[src/hw/rtl/adc_to_pressure_quadratic_inverse_core_defines.svh]
// Assertion macros for the RTL that checks its own behavior.
`ifndef ADC_TO_PRESSURE_QUADRATIC_INVERSE_CORE_DEFINES_SVH
`define ADC_TO_PRESSURE_QUADRATIC_INVERSE_CORE_DEFINES_SVH
`ifndef ASSERT_OFF
`define APQ_ASSERT_IMP(lbl, ante, cons) \
  lbl: assert property (@(posedge clk) disable iff (rst) (ante) |-> (cons)) \
    else $error("assertion failed");
`define APQ_ASSERT_NXT(lbl, ante, cons) \
  lbl: assert property (@(posedge clk) disable iff (rst) (ante) |=> (cons)) \
    else $error("assertion failed");
`else
`define APQ_ASSERT_IMP(lbl, ante, cons)
`define APQ_ASSERT_NXT(lbl, ante, cons)
`endif
`endif

[src/hw/rtl/apq_pkg.sv]
package apq_pkg;

  localparam int CFG_W   = 32;
  localparam int COEF_W  = 32;
  localparam int PRS_W   = 17;
  localparam int WHOLE_W = 9;
  localparam int IDX_W   = 3;

  localparam logic [IDX_W-1:0] REG_COEF_QUAD = 3'd0;
  localparam logic [IDX_W-1:0] REG_COEF_LIN  = 3'd1;
  localparam logic [IDX_W-1:0] REG_COEF_OFS  = 3'd2;
  localparam logic [IDX_W-1:0] REG_MIN_P     = 3'd3;
  localparam logic [IDX_W-1:0] REG_MAX_P     = 3'd4;

  localparam logic signed [PRS_W-1:0]   MAX_P_RESET  = 17'sd38400;
  localparam logic signed [PRS_W-1:0]   ERR_PRESSURE = -17'sd256;
  localparam logic signed [WHOLE_W-1:0] ERR_WHOLE    = -9'sd1;

  // Converter code to sensor volts in Q3.16: code * SCALE_NUM / (DEN_PER_LSB * full scale).
  localparam longint unsigned SCALE_NUM   = 64'd317948952576;
  localparam longint unsigned DEN_PER_LSB = 64'd968100;

  localparam int VS_W    = 19;
  localparam int CQ_W    = 33;
  localparam int BB_W    = 64;
  localparam int AC_W    = 65;
  localparam int D_W     = 68;
  localparam int S_W     = 34;
  localparam int R_W     = S_W + 2;
  localparam int NUM_W   = 44;
  localparam int DIV_W   = 33;
  localparam int Q_W     = 44;
  localparam int QS_W    = 46;

  localparam int VSC_LAT  = VS_W + 1;
  localparam int DISC_LAT = 3;
  localparam int SQRT_LAT = S_W;
  localparam int DIV_LAT  = Q_W + 3;
  localparam int SEL_LAT  = 2;

  typedef enum logic [1:0] {
    ST_OK      = 2'd0,
    ST_NO_ROOT = 2'd1,
    ST_RANGE   = 2'd2
  } status_t;

  typedef struct packed {
    logic valid;
    logic no_root;
    logic a_zero;
  } item_ctl_t;

endpackage

[src/hw/rtl/apq_vscale.sv]
module apq_vscale import apq_pkg::*; #(
  parameter int ADC_BITS = 10
) (
  input  logic                clk,
  input  logic                rst,
  input  logic                in_valid,
  input  logic [ADC_BITS-1:0] code,
  output logic                out_valid,
  output logic [VS_W-1:0]     vs
);

  localparam int NW = ADC_BITS + 40;
  localparam logic [NW-1:0] FS    = NW'((64'd1 << ADC_BITS) - 64'd1);
  localparam logic [NW-1:0] DEN   = NW'(DEN_PER_LSB) * FS;
  localparam logic [NW-1:0] HALF  = DEN / 2;
  localparam logic [NW-1:0] SCALE = NW'(SCALE_NUM);

  logic [NW-1:0]   rem [VS_W+1];
  logic [VS_W-1:0] quo [VS_W+1];
  logic            vld [VS_W+1];

  always_ff @(posedge clk) begin
    if (rst) begin
      vld[0] <= 1'b0;
    end else begin
      vld[0] <= in_valid;
    end
  end

  always_ff @(posedge clk) begin
    rem[0] <= NW'(code) * SCALE + HALF;
    quo[0] <= '0;
  end

  for (genvar g = 0; g < VS_W; g++) begin : g_step
    localparam int BP = VS_W - 1 - g;
    localparam logic [NW-1:0] DSH = DEN << BP;

    always_ff @(posedge clk) begin
      if (rst) begin
        vld[g+1] <= 1'b0;
      end else begin
        vld[g+1] <= vld[g];
      end
    end

    always_ff @(posedge clk) begin
      quo[g+1] <= quo[g];
      if (rem[g] >= DSH) begin
        rem[g+1]     <= rem[g] - DSH;
        quo[g+1][BP] <= 1'b1;
      end else begin
        rem[g+1] <= rem[g];
      end
    end
  end

  assign out_valid = vld[VS_W];
  assign vs        = quo[VS_W];

endmodule

[config.mk]
export PLATFORM = sky130hd
export DESIGN_NAME = apq_vscale
export DESIGN_NICKNAME = d
export VERILOG_FILES = /design/src/hw/rtl/adc_to_pressure_quadratic_inverse_core_defines.svh /design/src/hw/rtl/apq_pkg.sv /design/src/hw/rtl/apq_vscale.sv
export SDC_FILE = /design/constraint.sdc
export NUM_CORES = 2
export LEC_CHECK = 0
export BUFFER_PORTS_ARGS = -buffer_cell sky130_fd_sc_hd__buf_2
export CORE_MARGIN = 4
export CORE_UTILIZATION = 55
export DETAILED_ROUTE_END_ITERATION = 16
export PLACE_DENSITY = 0.71
export SYNTH_ARGS = -nofsm -noshare
export SYNTH_HDL_FRONTEND = slang
export SYNTH_SLANG_ARGS = --single-unit
[constraint.sdc]
create_clock -name clk -period 8.4 [get_ports clk]
set_input_delay 1.26 -clock clk [delete_from_list [all_inputs] [get_ports clk]]
set_output_delay 1.26 -clock clk [all_outputs]
set_load 0.02 [all_outputs]
Word level (Yosys, flattened, before mapping)
Memories as Yosys holds them, arrays and structs flattened.
Index checks and enable logic that the tools add are counted.

storage, ports and cells
  bits of input ports = 13
  RAM bits = 1,400
  memories = 3
  register bits after elaboration = 0
  output and inout port bits = 20

operators by class
  bitwise logic cells = 58
  $lt $le $gt $ge = 19
  $add $sub $neg = 20
  multipliers = 1
  muxes and demuxes = 118

memories
  memory  depth  bits a word  read ports  clocked after Yosys merged registers in  write ports  line              RTL
  rem     20     50           19          0                                        20           apq_vscale.sv:18  logic [NW-1:0] rem [VS_W+1];
  quo     20     19           20          0                                        20           apq_vscale.sv:19  logic [VS_W-1:0] quo [VS_W+1];
  vld     20     1            20          0                                        20           apq_vscale.sv:20  logic vld [VS_W+1];

operator list
  kind                      number
  $mux W50                  19
  $mux W1                   99
  $add A49 B29 Y50 const B  1
  $ge A50 B30 Y1 const B    1
  $ge A50 B31 Y1 const B    1
  $ge A50 B32 Y1 const B    1
  $ge A50 B33 Y1 const B    1
  $ge A50 B34 Y1 const B    1
  $ge A50 B35 Y1 const B    1
  $ge A50 B36 Y1 const B    1
  $ge A50 B37 Y1 const B    1
  $ge A50 B38 Y1 const B    1
  $ge A50 B39 Y1 const B    1
  $ge A50 B40 Y1 const B    1
  $ge A50 B41 Y1 const B    1
  $ge A50 B42 Y1 const B    1
  $ge A50 B43 Y1 const B    1
  $ge A50 B44 Y1 const B    1
  $ge A50 B45 Y1 const B    1
  $ge A50 B46 Y1 const B    1
  $ge A50 B47 Y1 const B    1
  $ge A50 B48 Y1 const B    1
  $sub A50 B30 Y50 const B  1
  $sub A50 B31 Y50 const B  1
  other kinds (20)          76

Longest topological paths before layout
An unclocked memory read counts as a cell.

  depth after elaboration = 5
  depth in mapped cells = 20
  mapped depth without buffers = 20

Worst setup path after synthesis
Ideal clock, no wire load.

  path kind = input -> register
  start point = input port code[7]
  end point = memory rem[0][48] (netlist bit)
  setup time = 0.072 ns
  data arrival time = 6.386 ns
  stages = 18
  slack = 1.941 ns
  required time = 8.328 ns
  path through = fa_1 > inv_1 > fa_1 > fa_1 > inv_1 > fa_1 > ha_1 > ha_1 > buf_4 > a21o_1 > a221o_1 > or2_0 > o21ai_1 > o31a_1 > nand4bb_1 > or4_4 > nor4_2 > xnor2_1

RTL lines
  element      line              RTL
  from (decl)  apq_vscale.sv:7   input logic [ADC_BITS-1:0] code,
  to (decl)    apq_vscale.sv:18

==> impl_metrics.env <==
export IMPL_dp_cells=4532
export IMPL_detail_route_antenna_nets=0
export IMPL_design_core_area_sq_um=66200
export IMPL_ctsHtreeMaxLevel=3
export IMPL_num_fill_cells=5466
export IMPL_area_growth_pct=11.3
export IMPL_postSynthRegisterBits=938
export IMPL_drtPass1Iterations=5
export IMPL_ctsRootBufferMaster="sky130_fd_sc_hd__clkbuf_16"
export IMPL_setup_worst_path_start_class="input pin"
export IMPL_cells_along_the_critical_path="buf_2 -> fa_1 -> inv_1 -> fa_1 -> fa_1 -> inv_1 -> fa_1 -> ha_1 -> ha_1 -> nand4_1 -> nor4_1 -> o21ai_1 -> and3_2 -> nor3_4 -> nand4bb_1 -> or4_4 -> nor4_2 -> xnor2_1"
export IMPL_post_synth_inst_count=3683
export IMPL_post_syn_area_per_cell_sq_um=10.0
export IMPL_worstMarginPinSlew_ns=1.28
export IMPL_worstPathArrival_ns=7.24
export IMPL_cts_resized=0
export IMPL_fin_crit_sh=0.796
export IMPL_timing_setup_critical_path_class="in -> reg"
export IMPL_dieWidth_microns=267
export IMPL_synth_top_area_cell="sky130_fd_sc_hd__dfxtp_1"
export IMPL_dr_total_vias=24700
export IMPL_ys_top_cells_by_area="sky130_fd_sc_hd__dfxtp_1, sky130_fd_sc_hd__xnor2_1, sky130_fd_sc_hd__xor2_1, sky130_fd_sc_hd__ha_1, sky130_fd_sc_hd__nor2_1"
export IMPL_setup_total_negative_slack_ns=0
export IMPL_report_final_setup_viol=0
export IMPL_global_route_peak_usage_layer="met2"
export IMPL_nets=3938
export IMPL_timing_critical_path_from="code[7]"
export IMPL_synth_fp_nets=3860
export IMPL_worst_path_most_repeated_cell="sky130_fd_sc_hd__fa_1"
export IMPL_dp_final_hpwl_microns=49100
export IMPL_grt_setup_unrepaired="no"
export IMPL_drive_gt1_frac=0.0660
export IMPL_slowest_delay_ns=0.66
export IMPL_place_gp_congestion=0.875
export IMPL_synth_seq_area_share=0.508
export IMPL_area_sequential_sq_um=18800
export IMPL_critical_path_reg2reg_endpoint="rem[15][41]"
export IMPL_layout_cells_most_common_list="sky130_fd_sc_hd__dfxtp_1, sky130_fd_sc_hd__xnor2_1, sky130_fd_sc_hd__nor2_1, sky130_fd_sc_hd__xor2_1, sky130_fd_sc_hd__nand2_1"
export IMPL_placement_io_buffers=32
export IMPL_tritoncts_num_buffers=91
export IMPL_holdPathEnd="quo[5][17]"
export IMPL_achievable_frequency_ghz=0.150
export IMPL_ir_worst_vdd_mv=0.267
export IMPL_remaining_drc_errors=0
export IMPL_synth_flop_cell="sky130_fd_sc_hd__dfxtp_1"
export IMPL_leak_pwr_nw=17.2
export IMPL_synth_async_reset_ratio=0
export IMPL_worst_min_path_class="reg -> reg"
export IMPL_report_final_slew_viol_count=0
export IMPL_post_route_wl_microns=66100
export IMPL_synth_warnings=0
export IMPL_multiInputGateArea_sq_um=17500
export IMPL_hold_slack_ns=0.298
export IMPL_initial_util=0.559
export IMPL_clock_slew_at_reported_path_ffs_ns=0.06
export IMPL_gr_usage_met2=0.333
export IMPL_groute_layer_met1_usage=0.231
export IMPL_hold_path_startpoint="quo[4][17]"
export IMPL_r2r_setup_slack_ns=4.10
export IMPL_yosys_area_top_type_share=0.508
export IMPL_clock_latency_on_the_worst_skew_pair_ns=0.64
export IMPL_yosys_cell_types_count=92
export IMPL_cts_hold_fix_buffers=0
export IMPL_chipHeight_microns=267
export IMPL_tritoncts_num_sinks=938
export IMPL_routed_via_density=5.27
export IMPL_dr_first_iter_drc_count=1063
export IMPL_m3_gr_usage=0.0318
export IMPL_syn_area_sq_um=37000
export IMPL_initial_antenna_violation_count=0
export IMPL_rr_worst_depth=10
export IMPL_avgRoutedWirePerCell_microns=14.1
export IMPL_worst_endpoint_required_ns=8.95
export IMPL_slew_limit_headroom=0.149
export IMPL_outcome="completed"
export IMPL_grt_ovfl_total=0
export IMPL_synth_edff_count=0
export IMPL_grt_start_max_net_pins=25
export IMPL_p_per_area_nw_per_um2=441
export IMPL_cp_end_kind="flop"
export IMPL_tritoncts_clock_tree="yes"
export IMPL_site_row_count=94
export IMPL_critical_path_slowest_cell="sky130_fd_sc_hd__nor4_1"
export IMPL_fin_skew_ns=0.0335
export IMPL_instances_no_fill=4699
export IMPL_min_delay_path_depth=0
export IMPL_regToRegStartpoint="rem[14][34]"
export IMPL_worst_path_max_fanout=8
export IMPL_grt_pass1_vias=24500
export IMPL_die_area_sq_um=71500
export IMPL_all_layer_gr_usage=0.187
export IMPL_post_cts_repair_setup_buffers=0
export IMPL_top_level_ports=33
export IMPL_timing_max_cap_violations=0
export IMPL_period_minus_slack_ns=6.69
export IMPL_final_hold_violation_count=0
export IMPL_grt_pass1_wl_microns=113000
export IMPL_cts_buffer_depth=3
export IMPL_mostFrequentLayoutCell="sky130_fd_sc_hd__dfxtp_1"
export IMPL_post_layout_total_power_mw=18.1
where the power goes:
group          switching, mW  internal, mW
registers               1.54          6.45
clock network           1.69          2.41
logic                   3.20          2.86
registers in the layout, summed over array words and instances (netlist names):
signal / count
rem: 728
quo: 190
vld: 20
Yosys cell counts, types with 25 or more instances:
cell type                  number
sky130_fd_sc_hd__a21boi_0      25
sky130_fd_sc_hd__a21o_1        28
sky130_fd_sc_hd__a21oi_1      113
sky130_fd_sc_hd__a31oi_1       26
sky130_fd_sc_hd__and3_1        45
sky130_fd_sc_hd__clkbuf_1      37
sky130_fd_sc_hd__dfxtp_1      938
sky130_fd_sc_hd__fa_1          37
sky130_fd_sc_hd__ha_1         127
sky130_fd_sc_hd__inv_1        118
sky130_fd_sc_hd__nand2_1      286
sky130_fd_sc_hd__nand2b_1      33
sky130_fd_sc_hd__nand3_1      120
sky130_fd_sc_hd__nand3b_1      28
sky130_fd_sc_hd__nand4_1       34
sky130_fd_sc_hd__nor2_1       328
sky130_fd_sc_hd__nor2b_1       30
sky130_fd_sc_hd__nor3_1       143
sky130_fd_sc_hd__nor4_1        44
sky130_fd_sc_hd__o21ai_0      116
sky130_fd_sc_hd__or3_1         60
sky130_fd_sc_hd__xnor2_1      334
sky130_fd_sc_hd__xor2_1       315
layout make-up:
| type | count | share of cell area |
|---|---|---|
| Sequential cell | 938 | 0.456 |
| Multi-Input combinational cell | 2557 | 0.424 |
| Clock buffer | 128 | 0.0635 |
| Tap cell | 864 | 0.0263 |
| Antenna cell | 1 | 0.0000608 |
| Timing Repair Buffer | 43 | 0.00590 |
| Inverter | 130 | 0.0119 |
| Clock inverter | 38 | 0.0125 |
critical path: cells and delay by family:
| kind | cells | cell delay, ns |
|---|---|---|
| simple gates | 7 | 2.38 |
| compound gates | 1 | 0.24 |
| xor+xnor | 1 | 0.14 |
| buf+inv | 3 | 0.32 |
| fa+ha+maj | 6 | 2.88 |
worst max path at each step:
stage,slack (ns),end,cells after the start
after global placement,1.27,rem[0][48],18
final,1.71,rem[0][48],18
after floorplan,1.94,rem[0][48],18
after CTS,1.78,rem[0][48],18
after detailed placement,1.11,rem[0][48],18
after global routing,1.38,rem[0][48],18
layer usage:
metal / vias up / part of all wire
met5: - / 0
met4: 0 / 0.023
met3: 115 / 0.037
met2: 335 / 0.49
met1: 11600 / 0.45
li1: 12700 / -
cells by family (layout without fill, tap and decap cells):
logic type / after synthesis / after routing / share of synthesized area
adders and majority gates: 164 / 164 / 0.0630
other: 0 / 1 / 0
DFF: 938 / 938 / 0.508
and+or+nand+nor: 1248 / 1248 / 0.166
xor gates and xnor gates: 649 / 649 / 0.154
AOI/OAI and AO/OA: 478 / 478 / 0.0838
buffers and inverters: 188 / 339 / 0.0208
muxes: 18 / 18 / 0.00534
metrics by stage:
step,setup WS [ns],utilization,cell area [sq um]
final,1.71,0.622,41200
after global routing,1.38,0.622,41200
after CTS,1.78,0.622,41200
after detailed placement,1.11,0.575,38000
after global placement,1.27,0.575,38000
after floorplan,1.94,-,37000
Power figures use the tool's default switching activity.
